File: config.mk
export PLATFORM = sky130hd
export DESIGN_NAME = websocket_frame_deframer_core
export DESIGN_NICKNAME = d
export VERILOG_FILES = /design/src/rtl/wsd_pkg.sv /design/src/rtl/wsd_step.sv /design/src/rtl/websocket_frame_deframer_core.sv
export SDC_FILE = /design/constraint.sdc
export NUM_CORES = 1
export LEC_CHECK = 0
export ABC_AREA = 0
export ABC_CLOCK_PERIOD_IN_PS = 3400
export BUFFER_PORTS_ARGS = -buffer_cell sky130_fd_sc_hd__buf_2
export CAP_MARGIN = 25
export CORE_MARGIN = 1
export CORE_UTILIZATION = 57
export DETAILED_ROUTE_END_ITERATION = 12
export GPL_TIMING_DRIVEN = 1
export PLACE_DENSITY = 0.79
export SLEW_MARGIN = 40
export SYNTH_ARGS = -nofsm -noshare
export SYNTH_HDL_FRONTEND = slang
export SYNTH_SLANG_ARGS = --single-unit
File: constraint.sdc
create_clock -name clk -period 3.4 [get_ports clk]
set_clock_uncertainty 0.2 [all_clocks]
set_input_delay 0.51 -clock clk [delete_from_list [all_inputs] [get_ports clk]]
set_output_delay 0.51 -clock clk [all_outputs]
set_load 0.02 [all_outputs]
File: src/rtl/wsd_pkg.sv
// ----------------------------------------------------------------------------
// wsd_pkg
// Shared types and codes for the WebSocket frame deframer.
// ----------------------------------------------------------------------------
package wsd_pkg;

    localparam logic [3:0] OPCODE_MASK   = 4'hF;
    localparam logic [3:0] OPCODE_BINARY = 4'h2;
    localparam logic [6:0] LEN_CODE_16   = 7'h7E;
    localparam logic [6:0] LEN_CODE_64   = 7'h7F;
    localparam logic [3:0] EXT_BYTES_16  = 4'd2;
    localparam logic [3:0] EXT_BYTES_64  = 4'd8;
    localparam logic [3:0] KEY_BYTES     = 4'd4;

    localparam logic [2:0] PH_FIRST   = 3'd0;
    localparam logic [2:0] PH_SECOND  = 3'd1;
    localparam logic [2:0] PH_EXTLEN  = 3'd2;
    localparam logic [2:0] PH_KEY     = 3'd3;
    localparam logic [2:0] PH_PAYLOAD = 3'd4;
    localparam logic [2:0] PH_DEAD    = 3'd5;

    localparam logic [1:0] KIND_DATA    = 2'd0;
    localparam logic [1:0] KIND_OPCODE  = 2'd1;
    localparam logic [1:0] KIND_NOMASK  = 2'd2;
    localparam logic [1:0] KIND_ZEROLEN = 2'd3;

    typedef struct packed {
        logic [2:0]  phase;
        logic [6:0]  len_code;
        logic [3:0]  hdr_cnt;
        logic [63:0] remaining;
        logic [31:0] key;
        logic [1:0]  key_idx;
    } state_t;

    typedef struct packed {
        logic       has;
        logic [1:0] kind;
        logic [7:0] data;
        logic       last;
    } result_t;

endpackage

File: src/rtl/wsd_step.sv
// ----------------------------------------------------------------------------
// wsd_step
// Next-state and result logic for one stream byte.
// ----------------------------------------------------------------------------
module wsd_step (
    input  wsd_pkg::state_t  st,
    input  logic [7:0]       stream_byte,
    output wsd_pkg::state_t  st_next,
    output wsd_pkg::result_t res
);
    import wsd_pkg::*;

    logic [3:0]  cnt_inc;
    logic [3:0]  ext_need;
    logic [63:0] rem_dec;
    logic [7:0]  key_byte;

    assign cnt_inc  = st.hdr_cnt + 4'd1;
    assign ext_need = (st.len_code == LEN_CODE_16) ? EXT_BYTES_16 : EXT_BYTES_64;
    assign rem_dec  = st.remaining - 64'd1;

    always_comb
    begin
        case (st.key_idx)
            2'd0:    key_byte = st.key[31:24];
            2'd1:    key_byte = st.key[23:16];
            2'd2:    key_byte = st.key[15:8];
            default: key_byte = st.key[7:0];
        endcase
    end

    always_comb
    begin
        st_next = st;
        res     = '0;
        case (st.phase)
            PH_FIRST:
            begin
                if ((stream_byte[3:0] & OPCODE_MASK) != OPCODE_BINARY)
                begin
                    st_next.phase = PH_DEAD;
                    res.has       = 1'b1;
                    res.kind      = KIND_OPCODE;
                end
                else
                begin
                    st_next.phase = PH_SECOND;
                end
            end
            PH_SECOND:
            begin
                if (!stream_byte[7])
                begin
                    st_next.phase = PH_DEAD;
                    res.has       = 1'b1;
                    res.kind      = KIND_NOMASK;
                end
                else
                begin
                    st_next.len_code = stream_byte[6:0];
                    st_next.hdr_cnt  = '0;
                    if (stream_byte[6:0] inside {LEN_CODE_16, LEN_CODE_64})
                    begin
                        st_next.remaining = '0;
                        st_next.phase     = PH_EXTLEN;
                    end
                    else
                    begin
                        st_next.remaining = {57'd0, stream_byte[6:0]};
                        st_next.phase     = PH_KEY;
                    end
                end
            end
            PH_EXTLEN:
            begin
                st_next.remaining = {st.remaining[55:0], stream_byte};
                st_next.hdr_cnt   = cnt_inc;
                if (cnt_inc >= ext_need)
                begin
                    st_next.hdr_cnt = '0;
                    st_next.phase   = PH_KEY;
                end
            end
            PH_KEY:
            begin
                st_next.key     = {st.key[23:0], stream_byte};
                st_next.hdr_cnt = cnt_inc;
                if (cnt_inc >= KEY_BYTES)
                begin
                    st_next.hdr_cnt = '0;
                    st_next.key_idx = '0;
                    if (st.remaining == 64'd0)
                    begin
                        st_next.phase = PH_DEAD;
                        res.has       = 1'b1;
                        res.kind      = KIND_ZEROLEN;
                    end
                    else
                    begin
                        st_next.phase = PH_PAYLOAD;
                    end
                end
            end
            PH_PAYLOAD:
            begin
                res.has  = 1'b1;
                res.kind = KIND_DATA;
                res.data = stream_byte ^ key_byte;
                res.last = (rem_dec == 64'd0);
                st_next.key_idx   = st.key_idx + 2'd1;
                st_next.remaining = rem_dec;
                if (rem_dec == 64'd0)
                begin
                    st_next = '0;
                end
            end
            default:
            begin
                st_next = st;
            end
        endcase
    end

endmodule

File: src/rtl/websocket_frame_deframer_core.sv
// ----------------------------------------------------------------------------
// websocket_frame_deframer_core
// Client-to-server WebSocket deframer: parses frame headers, unmasks payload
// bytes and reports protocol errors.
//
//   channel | signals                                  | dir
//   --------+------------------------------------------+-----
//   in      | in_valid, in_stall, stream_byte          | in
//   out     | out_valid, out_stall, kind,              | out
//           | payload_byte, frame_last                 |
//
// One byte per cycle while the output is not stalled; a byte passes the input
// register, then the result register. Header bytes retire even while the
// output is stalled; a result-producing byte waits for the result register.
// Asynchronous reset clears the parser state and both valid flags.
// After an error result the block takes and drops every byte until reset.
// ----------------------------------------------------------------------------
module websocket_frame_deframer_core (
    input  logic       clk,
    input  logic       rst_n,
    input  logic       in_valid,
    output logic       in_stall,
    input  logic [7:0] stream_byte,
    output logic       out_valid,
    input  logic       out_stall,
    output logic [1:0] kind,
    output logic [7:0] payload_byte,
    output logic       frame_last
);
    import wsd_pkg::*;

    logic       in_valid_reg;
    logic [7:0] in_byte_reg;
    state_t     st_reg;
    state_t     st_next;
    result_t    res;
    logic       out_valid_reg;
    logic [1:0] kind_reg;
    logic [7:0] data_reg;
    logic       last_reg;
    logic       out_free;
    logic       advance;

    wsd_step u_step (
        .st          (st_reg),
        .stream_byte (in_byte_reg),
        .st_next     (st_next),
        .res         (res)
    );

    assign out_free = !out_valid_reg || !out_stall;
    assign advance  = in_valid_reg && (!res.has || out_free);
    assign in_stall = in_valid_reg && !advance;

    always_ff @(posedge clk or negedge rst_n)
    begin
        if (!rst_n)
        begin
            in_valid_reg  <= 1'b0;
            out_valid_reg <= 1'b0;
            st_reg        <= '0;
        end
        else
        begin
            if (!in_stall)
            begin
                in_valid_reg <= in_valid;
            end
            if (advance)
            begin
                st_reg <= st_next;
            end
            if (out_free)
            begin
                out_valid_reg <= advance && res.has;
            end
        end
    end

    always_ff @(posedge clk)
    begin
        if (in_valid && !in_stall)
        begin
            in_byte_reg <= stream_byte;
        end
        if (out_free && advance && res.has)
        begin
            kind_reg <= res.kind;
            data_reg <= res.data;
            last_reg <= res.last;
        end
    end

    assign out_valid    = out_valid_reg;
    assign kind         = kind_reg;
    assign payload_byte = data_reg;
    assign frame_last   = last_reg;

endmodule

==> impl_metrics.py, run 1 <==
metrics = {
    "floorplanning": {
        "die_w_um": 120,
        "io_pins": 25,
        "rows": 42,
        "initial_core_util_pct": 59.5,
        "die_y_um": 120,
    },
    "yosys": {
        "synth_edf_count": 19,
        "seq_area_frac_synth_pct": 42.8,
        "synth_cell_type_count": 78,
        "synth-simple-area-share_pct": 22.8,
        "synth_cells": 875,
        "synth_compound_area_share_pct": 22.5,
        "synth_top_family_by_area": "simple AND/OR/NAND/NOR gates",
        "synth_area_leader_cell": "dfrtp_1",
        "synth_area_um2": 8000,
        "syn_avg_cell_area_um2": 9.14,
        "synthXorXnorAreaFrac_pct": 5.58,
        "yosys-top-cells-area": "dfrtp_1, a22oi_1, edfxtp_1, o21ai_0, nand2_1",
        "synthAdderAreaFrac_pct": 1.41,
        "netlist.area_leader.share_pct": 35.7,
        "yosysWarnings": 0,
        "synth.mux.area_fraction_pct": 0.829,
        "ys.flop_type": "dfrtp_1",
        "mappedNetlistNets": 896,
        "ys_seq_elements": 133,
        "synthArstFlopShare_pct": 85.7,
    },
    "cts": {
        "cts_sinks": 133,
        "root_buffer": "clkbuf_16",
        "cts_buffers": 17,
        "htree_levels": 4,
        "cts_buffer_depth": 2,
    },
    "grt": {
        "grt_use_total_pct": 73.4,
        "grt_overflow": 5,
        "grt_max_degree": 62,
    },
    "placement": {
        "pre_cts_ws_ns": -0.301,
        "place_congestion": 0.981,
        "dpl.hpwl_um": 18700,
        "dp_cells": 1196,
        "io_buffers": 24,
    },
    "timing": {
        "postGrtWorstEndpoint": "in_stall",
        "endpoint_type": "output port",
    },
    "run_status": {
        "toolErrorMsg": "[ERROR GRT-0232] Routing congestion too high. Check the congestion heatmap in the GUI.",
        "failing_step": "global routing (5_1_grt)",
        "status": "aborted with a tool error",
    },
}
-- per-layer routing --
metal  GRT usage (%)  GRT overflow
met3            58.9             0
met4            66.3             3
met2            90.4             2
met1            75.2             0
met5            23.2             0
-- synthesized netlist by cell type (all sizes together) (4+ instances only) --
library cell,n
mux2,5
o31ai,6
nor4,25
nand2b,10
nor2,57
buf,27
nor4b,5
or3,14
inv,14
and4,4
nor3,30
o21ai,98
nand4,14
o221ai,4
a222oi,8
ha,9
a22oi,84
nand3,27
edfxtp,19
nor2b,5
nor3b,4
a31oi,11
xor2,16
a221o,8
a21oi,15
clkbuf,35
or2,8
nand3b,6
xnor2,35
nand2,108
dfrtp,114
or4,7
-- metrics by stage --
step / setup TNS, ns / instance area, µm² / util (%)
after floorplan: -0.0169 / 8200 / -
after global placement: -14.11 / 9730 / 72.3
after detailed placement: -22.40 / 9770 / 72.7
after CTS: -20.27 / 11700 / 86.8
-- cell families after synthesis --
logic type | count (synthesis)
XOR/XNOR | 51
adder cells (fa/ha/maj) | 9
multiplexers | 6
AND/OR/NAND/NOR | 336
flip-flops | 133
buffers and inverters | 76
AO/OA/AOI/OAI | 264
-- repair_timing --
item,4_1_cts
gates cloned,14
pin swaps,52
hold buffers,1
hold endpoints to repair,53
setup endpoints to repair,108
resized for setup,188
buffers inserted,40
==> inputs of run 2 (changes only) <==
--- a/config.mk
+++ b/config.mk
@@ -6,14 +6,14 @@
 export NUM_CORES = 1
 export LEC_CHECK = 0
 export ABC_AREA = 0
-export ABC_CLOCK_PERIOD_IN_PS = 3400
+export ABC_CLOCK_PERIOD_IN_PS = 4400
 export BUFFER_PORTS_ARGS = -buffer_cell sky130_fd_sc_hd__buf_2
 export CAP_MARGIN = 25
 export CORE_MARGIN = 1
-export CORE_UTILIZATION = 57
+export CORE_UTILIZATION = 40
 export DETAILED_ROUTE_END_ITERATION = 12
 export GPL_TIMING_DRIVEN = 1
-export PLACE_DENSITY = 0.79
+export PLACE_DENSITY_LB_ADDON = 0.15
 export SLEW_MARGIN = 40
 export SYNTH_ARGS = -nofsm -noshare
 export SYNTH_HDL_FRONTEND = slang
==> constraint.sdc (replaced) <==
create_clock -name clk -period 4.4 [get_ports clk]
set_clock_uncertainty 0.2 [all_clocks]
set_input_delay 0.66 -clock clk [delete_from_list [all_inputs] [get_ports clk]]
set_output_delay 0.66 -clock clk [all_outputs]
set_load 0.02 [all_outputs]
==> run 2 against run 1 <==
  * The run now ends clean
  * Synthesized cell count did not move
  * Synthesized area unchanged
==> impl_metrics.py, run 2 <==
metrics = {
    "run_status": {
        "status": "finished, final reports clean",
    },
    "floorplanning": {
        "initial_core_util_pct": 41.0,
        "die_w_um": 143,
        "rows": 51,
        "die_y_um": 143,
        "core_um2": 19500,
        "die_area_um2": 20600,
        "io_pins": 25,
    },
    "pwr": {
        "peakVddDrop_mv": 0.435,
        "combPwrFrac_pct": 51.4,
        "power_switching_uw": 3370,
        "p_seq_share_pct": 28.5,
        "p_sw_share_pct": 47.3,
        "leakagePower_uw": 0.00378,
        "p_int_uw": 3760,
        "power.density_nw_per_um2": 777,
        "p_clk_share_pct": 20.1,
    },
    "timing": {
        "setup-tns-final_ns": 0,
        "max-slew-margin-rel_pct": 43.7,
        "fmax_mhz": 239,
        "report.final.slew_viol_count": 0,
        "min_period_ns": 4.18,
        "setup_viol": 0,
        "worst_slew_pin_slew_ns": 0.844,
        "post-route-period-util_pct": 95.0,
        "finalHoldViolCount": 0,
        "rsz0062_at_grt": "false",
    },
    "setup_path": {
        "crit_path_end_kind": "primary output",
        "path_class": "reg -> out",
        "path_delay_family": "simple AND/OR/NAND/NOR gates",
        "path_cells": "inv_1 > ha_1 > nor4b_4 > nand4_1 > buf_4 > or4_4 > o311ai_4 > nand2_1 > nor2_1 > buf_2",
        "cpMaxStageDelayCell": "or4_4",
        "crit_buf_inv": 3,
        "cp.required_ns": 3.54,
        "crit_fanout": 5,
        "worstSetupStartpointType": "register",
        "arrival_ns": 3.32,
        "cp_slowest_stage_delay_ns": 0.56,
    },
    "cts": {
        "cts.clk_slew.worst_paths_ns": 0.06,
        "cts_tree": "done",
        "cts_buffers": 17,
        "postCtsSetupRepairBufs": 0,
        "cts_sinks": 133,
        "root_buffer": "clkbuf_16",
        "cts_buffer_depth": 2,
        "htree_levels": 4,
        "holdBufCountCts": 0,
        "clock_latency_ns": 0.43,
    },
    "final_layout": {
        "mostFrequentLayoutCell": "dfrtp_1",
        "finalNetCount": 922,
        "largest_reg_flops": 112,
        "multi_input_area_um2": 4270,
        "drive_gt1_share_pct": 15.8,
        "seq_area_um2": 3420,
        "final_core_util_pct": 47.0,
        "fillCellCount": 1872,
        "num_antenna_cells": 0,
        "areaGrowthSynthToFinish_pct": 14.7,
        "layout.cells.most_common_list": "dfrtp_1, nand2_1, a22oi_1",
    },
    "hold_path": {
        "min_path_type": "in -> async",
    },
    "drt": {
        "ant_nets": 0,
        "remaining_drc_errors": 0,
        "dr.pass1.iters": 6,
        "vias_per_cell": 6.04,
        "finalWirelength_um": 23900,
        "avgRoutedWirePerCell_um": 20.3,
        "vias": 7117,
        "first_iter_violations": 557,
    },
    "placement": {
        "place_congestion": 0.952,
        "dpl.hpwl_um": 16500,
        "io_buffers": 24,
    },
    "yosys": {
        "synthArstFlopShare_pct": 85.7,
        "synth_cell_type_count": 78,
        "synth_edf_count": 19,
        "synth_cells": 875,
        "ys_seq_elements": 133,
        "synth_area_leader_cell": "dfrtp_1",
        "yosys-top-cells-area": "dfrtp_1, a22oi_1, edfxtp_1, o21ai_0, nand2_1",
        "synth_most_common_cell": "dfrtp_1",
        "syn_avg_cell_area_um2": 9.14,
        "ys.flop_type": "dfrtp_1",
        "mappedNetlistNets": 896,
        "synth_area_um2": 8000,
        "seq_area_frac_synth_pct": 42.8,
        "netlist.area_leader.share_pct": 35.7,
        "yosysWarnings": 0,
        "synth_common_cells": "dfrtp_1, nand2_1, a22oi_1, o21ai_0, nor2_1",
    },
    "grt": {
        "grt_first_pass_wirelength_um": 38100,
        "grt_use_total_pct": 24.4,
        "grt_overflow": 0,
        "grt_antenna_before_repair": 0,
        "grt_max_degree": 72,
        "grt_pass1_vias": 6652,
    },
    "run": {
        "maxCapViolCount": 0,
    },
}
[run 2: worst paths after layout]
| path | startpoint | endpoint | slack (ns) | depth (start not counted) |
|---|---|---|---|---|
| max | st_reg[34] | in_stall | 0.22 | 10 |
| min in group clk | stream_byte[1] | in_byte_reg[1] | 0.20 | 1 |
| min | rst_n | out_valid | 0.02 | 1 |
| max reg2reg | st_reg[55] | st_reg[98] | 0.24 | 11 |
| max in group asynchronous | rst_n | st_reg[57] | 3.17 | 2 |
| min reg2reg | out_valid | out_valid | 0.32 | 2 |
[run 2: power by group through the flow]
stage,Sequential (µW),Combinational (µW),Clock (µW)
2_1_floorplan,1820,2580,0
3_3_place_gp,2040,3590,0
3_5_place_dp,2030,3610,0
4_1_cts,2020,3630,1460
5_1_grt,2080,4010,1510
6_report,2030,3670,1430
[run 2: repair_timing]
item / 4_1_cts / 5_1_grt
resized for setup: 0 / 2
endpoints found under the hold margin: 0 / 0
setup endpoints to repair: 0 / 26
[run 2: cell families after synthesis]
group                    after synthesis  synth area share (%)
AO/OA/AOI/OAI                        264                  22.5
AND/OR/NAND/NOR                      336                  22.8
XOR/XNOR                              51                  5.58
buffers and inverters                 76                  4.15
adder cells (fa/ha/maj)                9                  1.41
flip-flops                           133                  42.8
multiplexers                           6                 0.829
[run 2: area by class of cell]
class                           count  share of cell area [%]
Clock buffer                       17                    4.64
Clock inverter                     15                    1.73
Inverter                           14                   0.573
Multi-Input combinational cell    666                    46.5
Sequential cell                   133                    37.3
Tap cell                          265                    3.61
Timing Repair Buffer               69                    5.61
[run 2: through the flow]
stage	area, µm²	power, µW	instances	setup slack, ns	hold WS (ns)
detailed placement	8580	5640	1147	0.290	0.322
global placement	8570	5630	1147	0.310	0.311
global route	9170	7590	1179	0.0383	0.0706
CTS	9160	7110	1179	0.106	0.0525
finish	9170	7130	1179	0.220	0.0217
floorplan	8000	4410	875	0.593	0.164
[run 2: per-layer routing]
layer / track usage, % / routed length (µm) / up-vias
li1: - / - / 3331
met1: 35.5 / 11200 / 3499
met2: 37.0 / 10900 / 266
met3: 4.37 / 1540 / 21
met4: 6.55 / 248 / 0
met5: 0 / 0 / -
(Power assumes the default switching activity.)
==> inputs of run 3 (changes only) <==
--- a/config.mk
+++ b/config.mk
@@ -9,7 +9,7 @@
 export ABC_CLOCK_PERIOD_IN_PS = 4400
 export BUFFER_PORTS_ARGS = -buffer_cell sky130_fd_sc_hd__buf_2
 export CAP_MARGIN = 25
-export CORE_MARGIN = 1
+export CORE_MARGIN = 2
 export CORE_UTILIZATION = 40
 export DETAILED_ROUTE_END_ITERATION = 12
 export GPL_TIMING_DRIVEN = 1
==> run 3 against run 2 <==
  * Worst setup slack better by 0.080 ns
  * Clock power is 3% higher
  * Die area is 2.8% higher
  * Design area is 0.49% higher
  * Largest cell class unchanged
  * Highest routed layer unchanged
==> impl_metrics.py, run 3 (same netlist as run 2, synthesis figures left out) <==
metrics = {
    "grt": {
        "grt_overflow": 0,
        "grt_pass1_vias": 6791,
        "grt_antenna_before_repair": 0,
        "grt_use_total_pct": 23.3,
        "grt_max_degree": 72,
        "grt_first_pass_wirelength_um": 39300,
    },
    "setup_path": {
        "crit_cells": 12,
        "path_class": "reg -> reg",
        "r2r_cells": 12,
        "r2r_setup_slack_ns": 0.30,
        "crit_buf_inv": 2,
        "path_delay_family": "simple AND/OR/NAND/NOR gates",
        "cp.required_ns": 4.50,
        "path_cells": "nor2_1 > and4_1 > nand3_2 > o31ai_1 > o211ai_1 > or4_4 > nor4_4 > nand4_4 > buf_4 > nor2_4 > buf_12 > o21ai_0",
        "worstSetupStartpointType": "register",
        "cpMaxStageDelayCell": "or4_4",
        "arrival_ns": 4.20,
        "crit_path_end_kind": "register",
        "crit_fanout": 33,
        "timing.rr.end": "st_reg[17]",
        "r2r-start": "st_reg[40]",
        "cp_slowest_stage_delay_ns": 0.59,
    },
    "cts": {
        "cts_buffers": 17,
        "holdBufCountCts": 0,
        "htree_levels": 4,
        "postCtsSetupRepairBufs": 0,
        "post_cts_resized": 0,
        "root_buffer": "clkbuf_16",
        "cts_sinks": 133,
        "cts_tree": "done",
        "cts_buffer_depth": 2,
        "clock_latency_ns": 0.43,
        "cts.clk_slew.worst_paths_ns": 0.06,
    },
    "run_status": {
        "status": "finished, final reports clean",
    },
    "drt": {
        "vias": 7140,
        "finalWirelength_um": 24200,
        "dr.pass1.iters": 7,
        "vias_per_cell": 6.05,
        "remaining_drc_errors": 0,
        "avgRoutedWirePerCell_um": 20.5,
        "first_iter_violations": 741,
        "ant_nets": 0,
    },
    "timing": {
        "min_period_ns": 4.10,
        "post-route-period-util_pct": 93.2,
        "report.final.slew_viol_count": 0,
        "setup_viol": 0,
        "max-slew-margin-rel_pct": 47.8,
        "rsz0062_at_grt": "false",
        "fmax_mhz": 244,
        "setup-tns-final_ns": 0,
        "worst_slew_pin_slew_ns": 0.784,
        "finalHoldViolCount": 0,
    },
    "run": {
        "maxCapViolCount": 0,
    },
    "final_layout": {
        "fillCellCount": 1901,
        "drive_gt1_share_pct": 15.7,
        "final_area_um2": 9220,
        "num_antenna_cells": 0,
        "layout.cells.most_common_list": "dfrtp_1, nand2_1, a22oi_1",
        "areaGrowthSynthToFinish_pct": 15.3,
        "largest_reg_flops": 112,
        "mostFrequentLayoutCell": "dfrtp_1",
        "finalNetCount": 923,
        "instances_no_fill": 1180,
        "final_core_util_pct": 47.2,
    },
    "floorplanning": {
        "die_area_um2": 21100,
        "die_w_um": 145,
        "io_pins": 25,
        "rows": 51,
        "initial_core_util_pct": 41.0,
        "core_um2": 19500,
        "die_y_um": 145,
    },
    "placement": {
        "dpl.hpwl_um": 16300,
        "place_congestion": 0.876,
        "dp_cells": 1147,
        "io_buffers": 24,
        "placed_cell_area_um2": 8590,
    },
    "pwr": {
        "power.density_nw_per_um2": 783,
        "leakagePower_uw": 0.00382,
        "power_uw": 7220,
        "peakVddDrop_mv": 0.392,
    },
    "hold_path": {
        "min_path_type": "in -> async",
    },
}
[run 3: through the flow]
stage / setup WS, ns / hold slack (ns)
global placement: 0.419 / 0.302
global route: 0.0129 / 0.0641
finish: 0.301 / 0.0173
detailed placement: 0.388 / 0.321
floorplan: 0.593 / 0.164
CTS: 0.234 / 0.0488
[run 3: worst max-delay path by stage]
stage / from / endpoint / slack, ns
after floorplan: st_reg[46] / st_reg[101] / 0.59
after global placement: st_reg[40] / st_reg[21] / 0.42
after detailed placement: st_reg[40] / st_reg[6] / 0.39
after CTS: st_reg[34] / in_stall / 0.23
after global routing: st_reg[40] / st_reg[7] / 0.01
final: st_reg[40] / st_reg[17] / 0.30
[run 3: cell type report]
type,count,area [µm²],share of cell area [%]
multi-input cells,666,4270,46.3
inverters,14,52.6,0.570
flip-flops and latches,133,3420,37.1
clock buffers,18,450,4.89
well taps,265,332,3.60
clock inverters,14,159,1.72
repair buffers,70,529,5.74
[run 3: metal layers]
| layer | track usage [%] | wire length (µm) | vias up |
|---|---|---|---|
| li1 | - | - | 3339 |
| met1 | 35.0 | 11500 | 3532 |
| met2 | 34.3 | 11000 | 248 |
| met3 | 4.33 | 1420 | 21 |
| met4 | 6.62 | 323 | 0 |
| met5 | 0 | 0 | - |
[run 3: power by group]
part / internal (µW) / leakage [µW] / switching (µW) / total [µW]
Sequential: 1540 / 0.00153 / 480 / 2020
Clock: 842 / 0.000299 / 633 / 1480
Combinational: 1480 / 0.00199 / 2250 / 3730
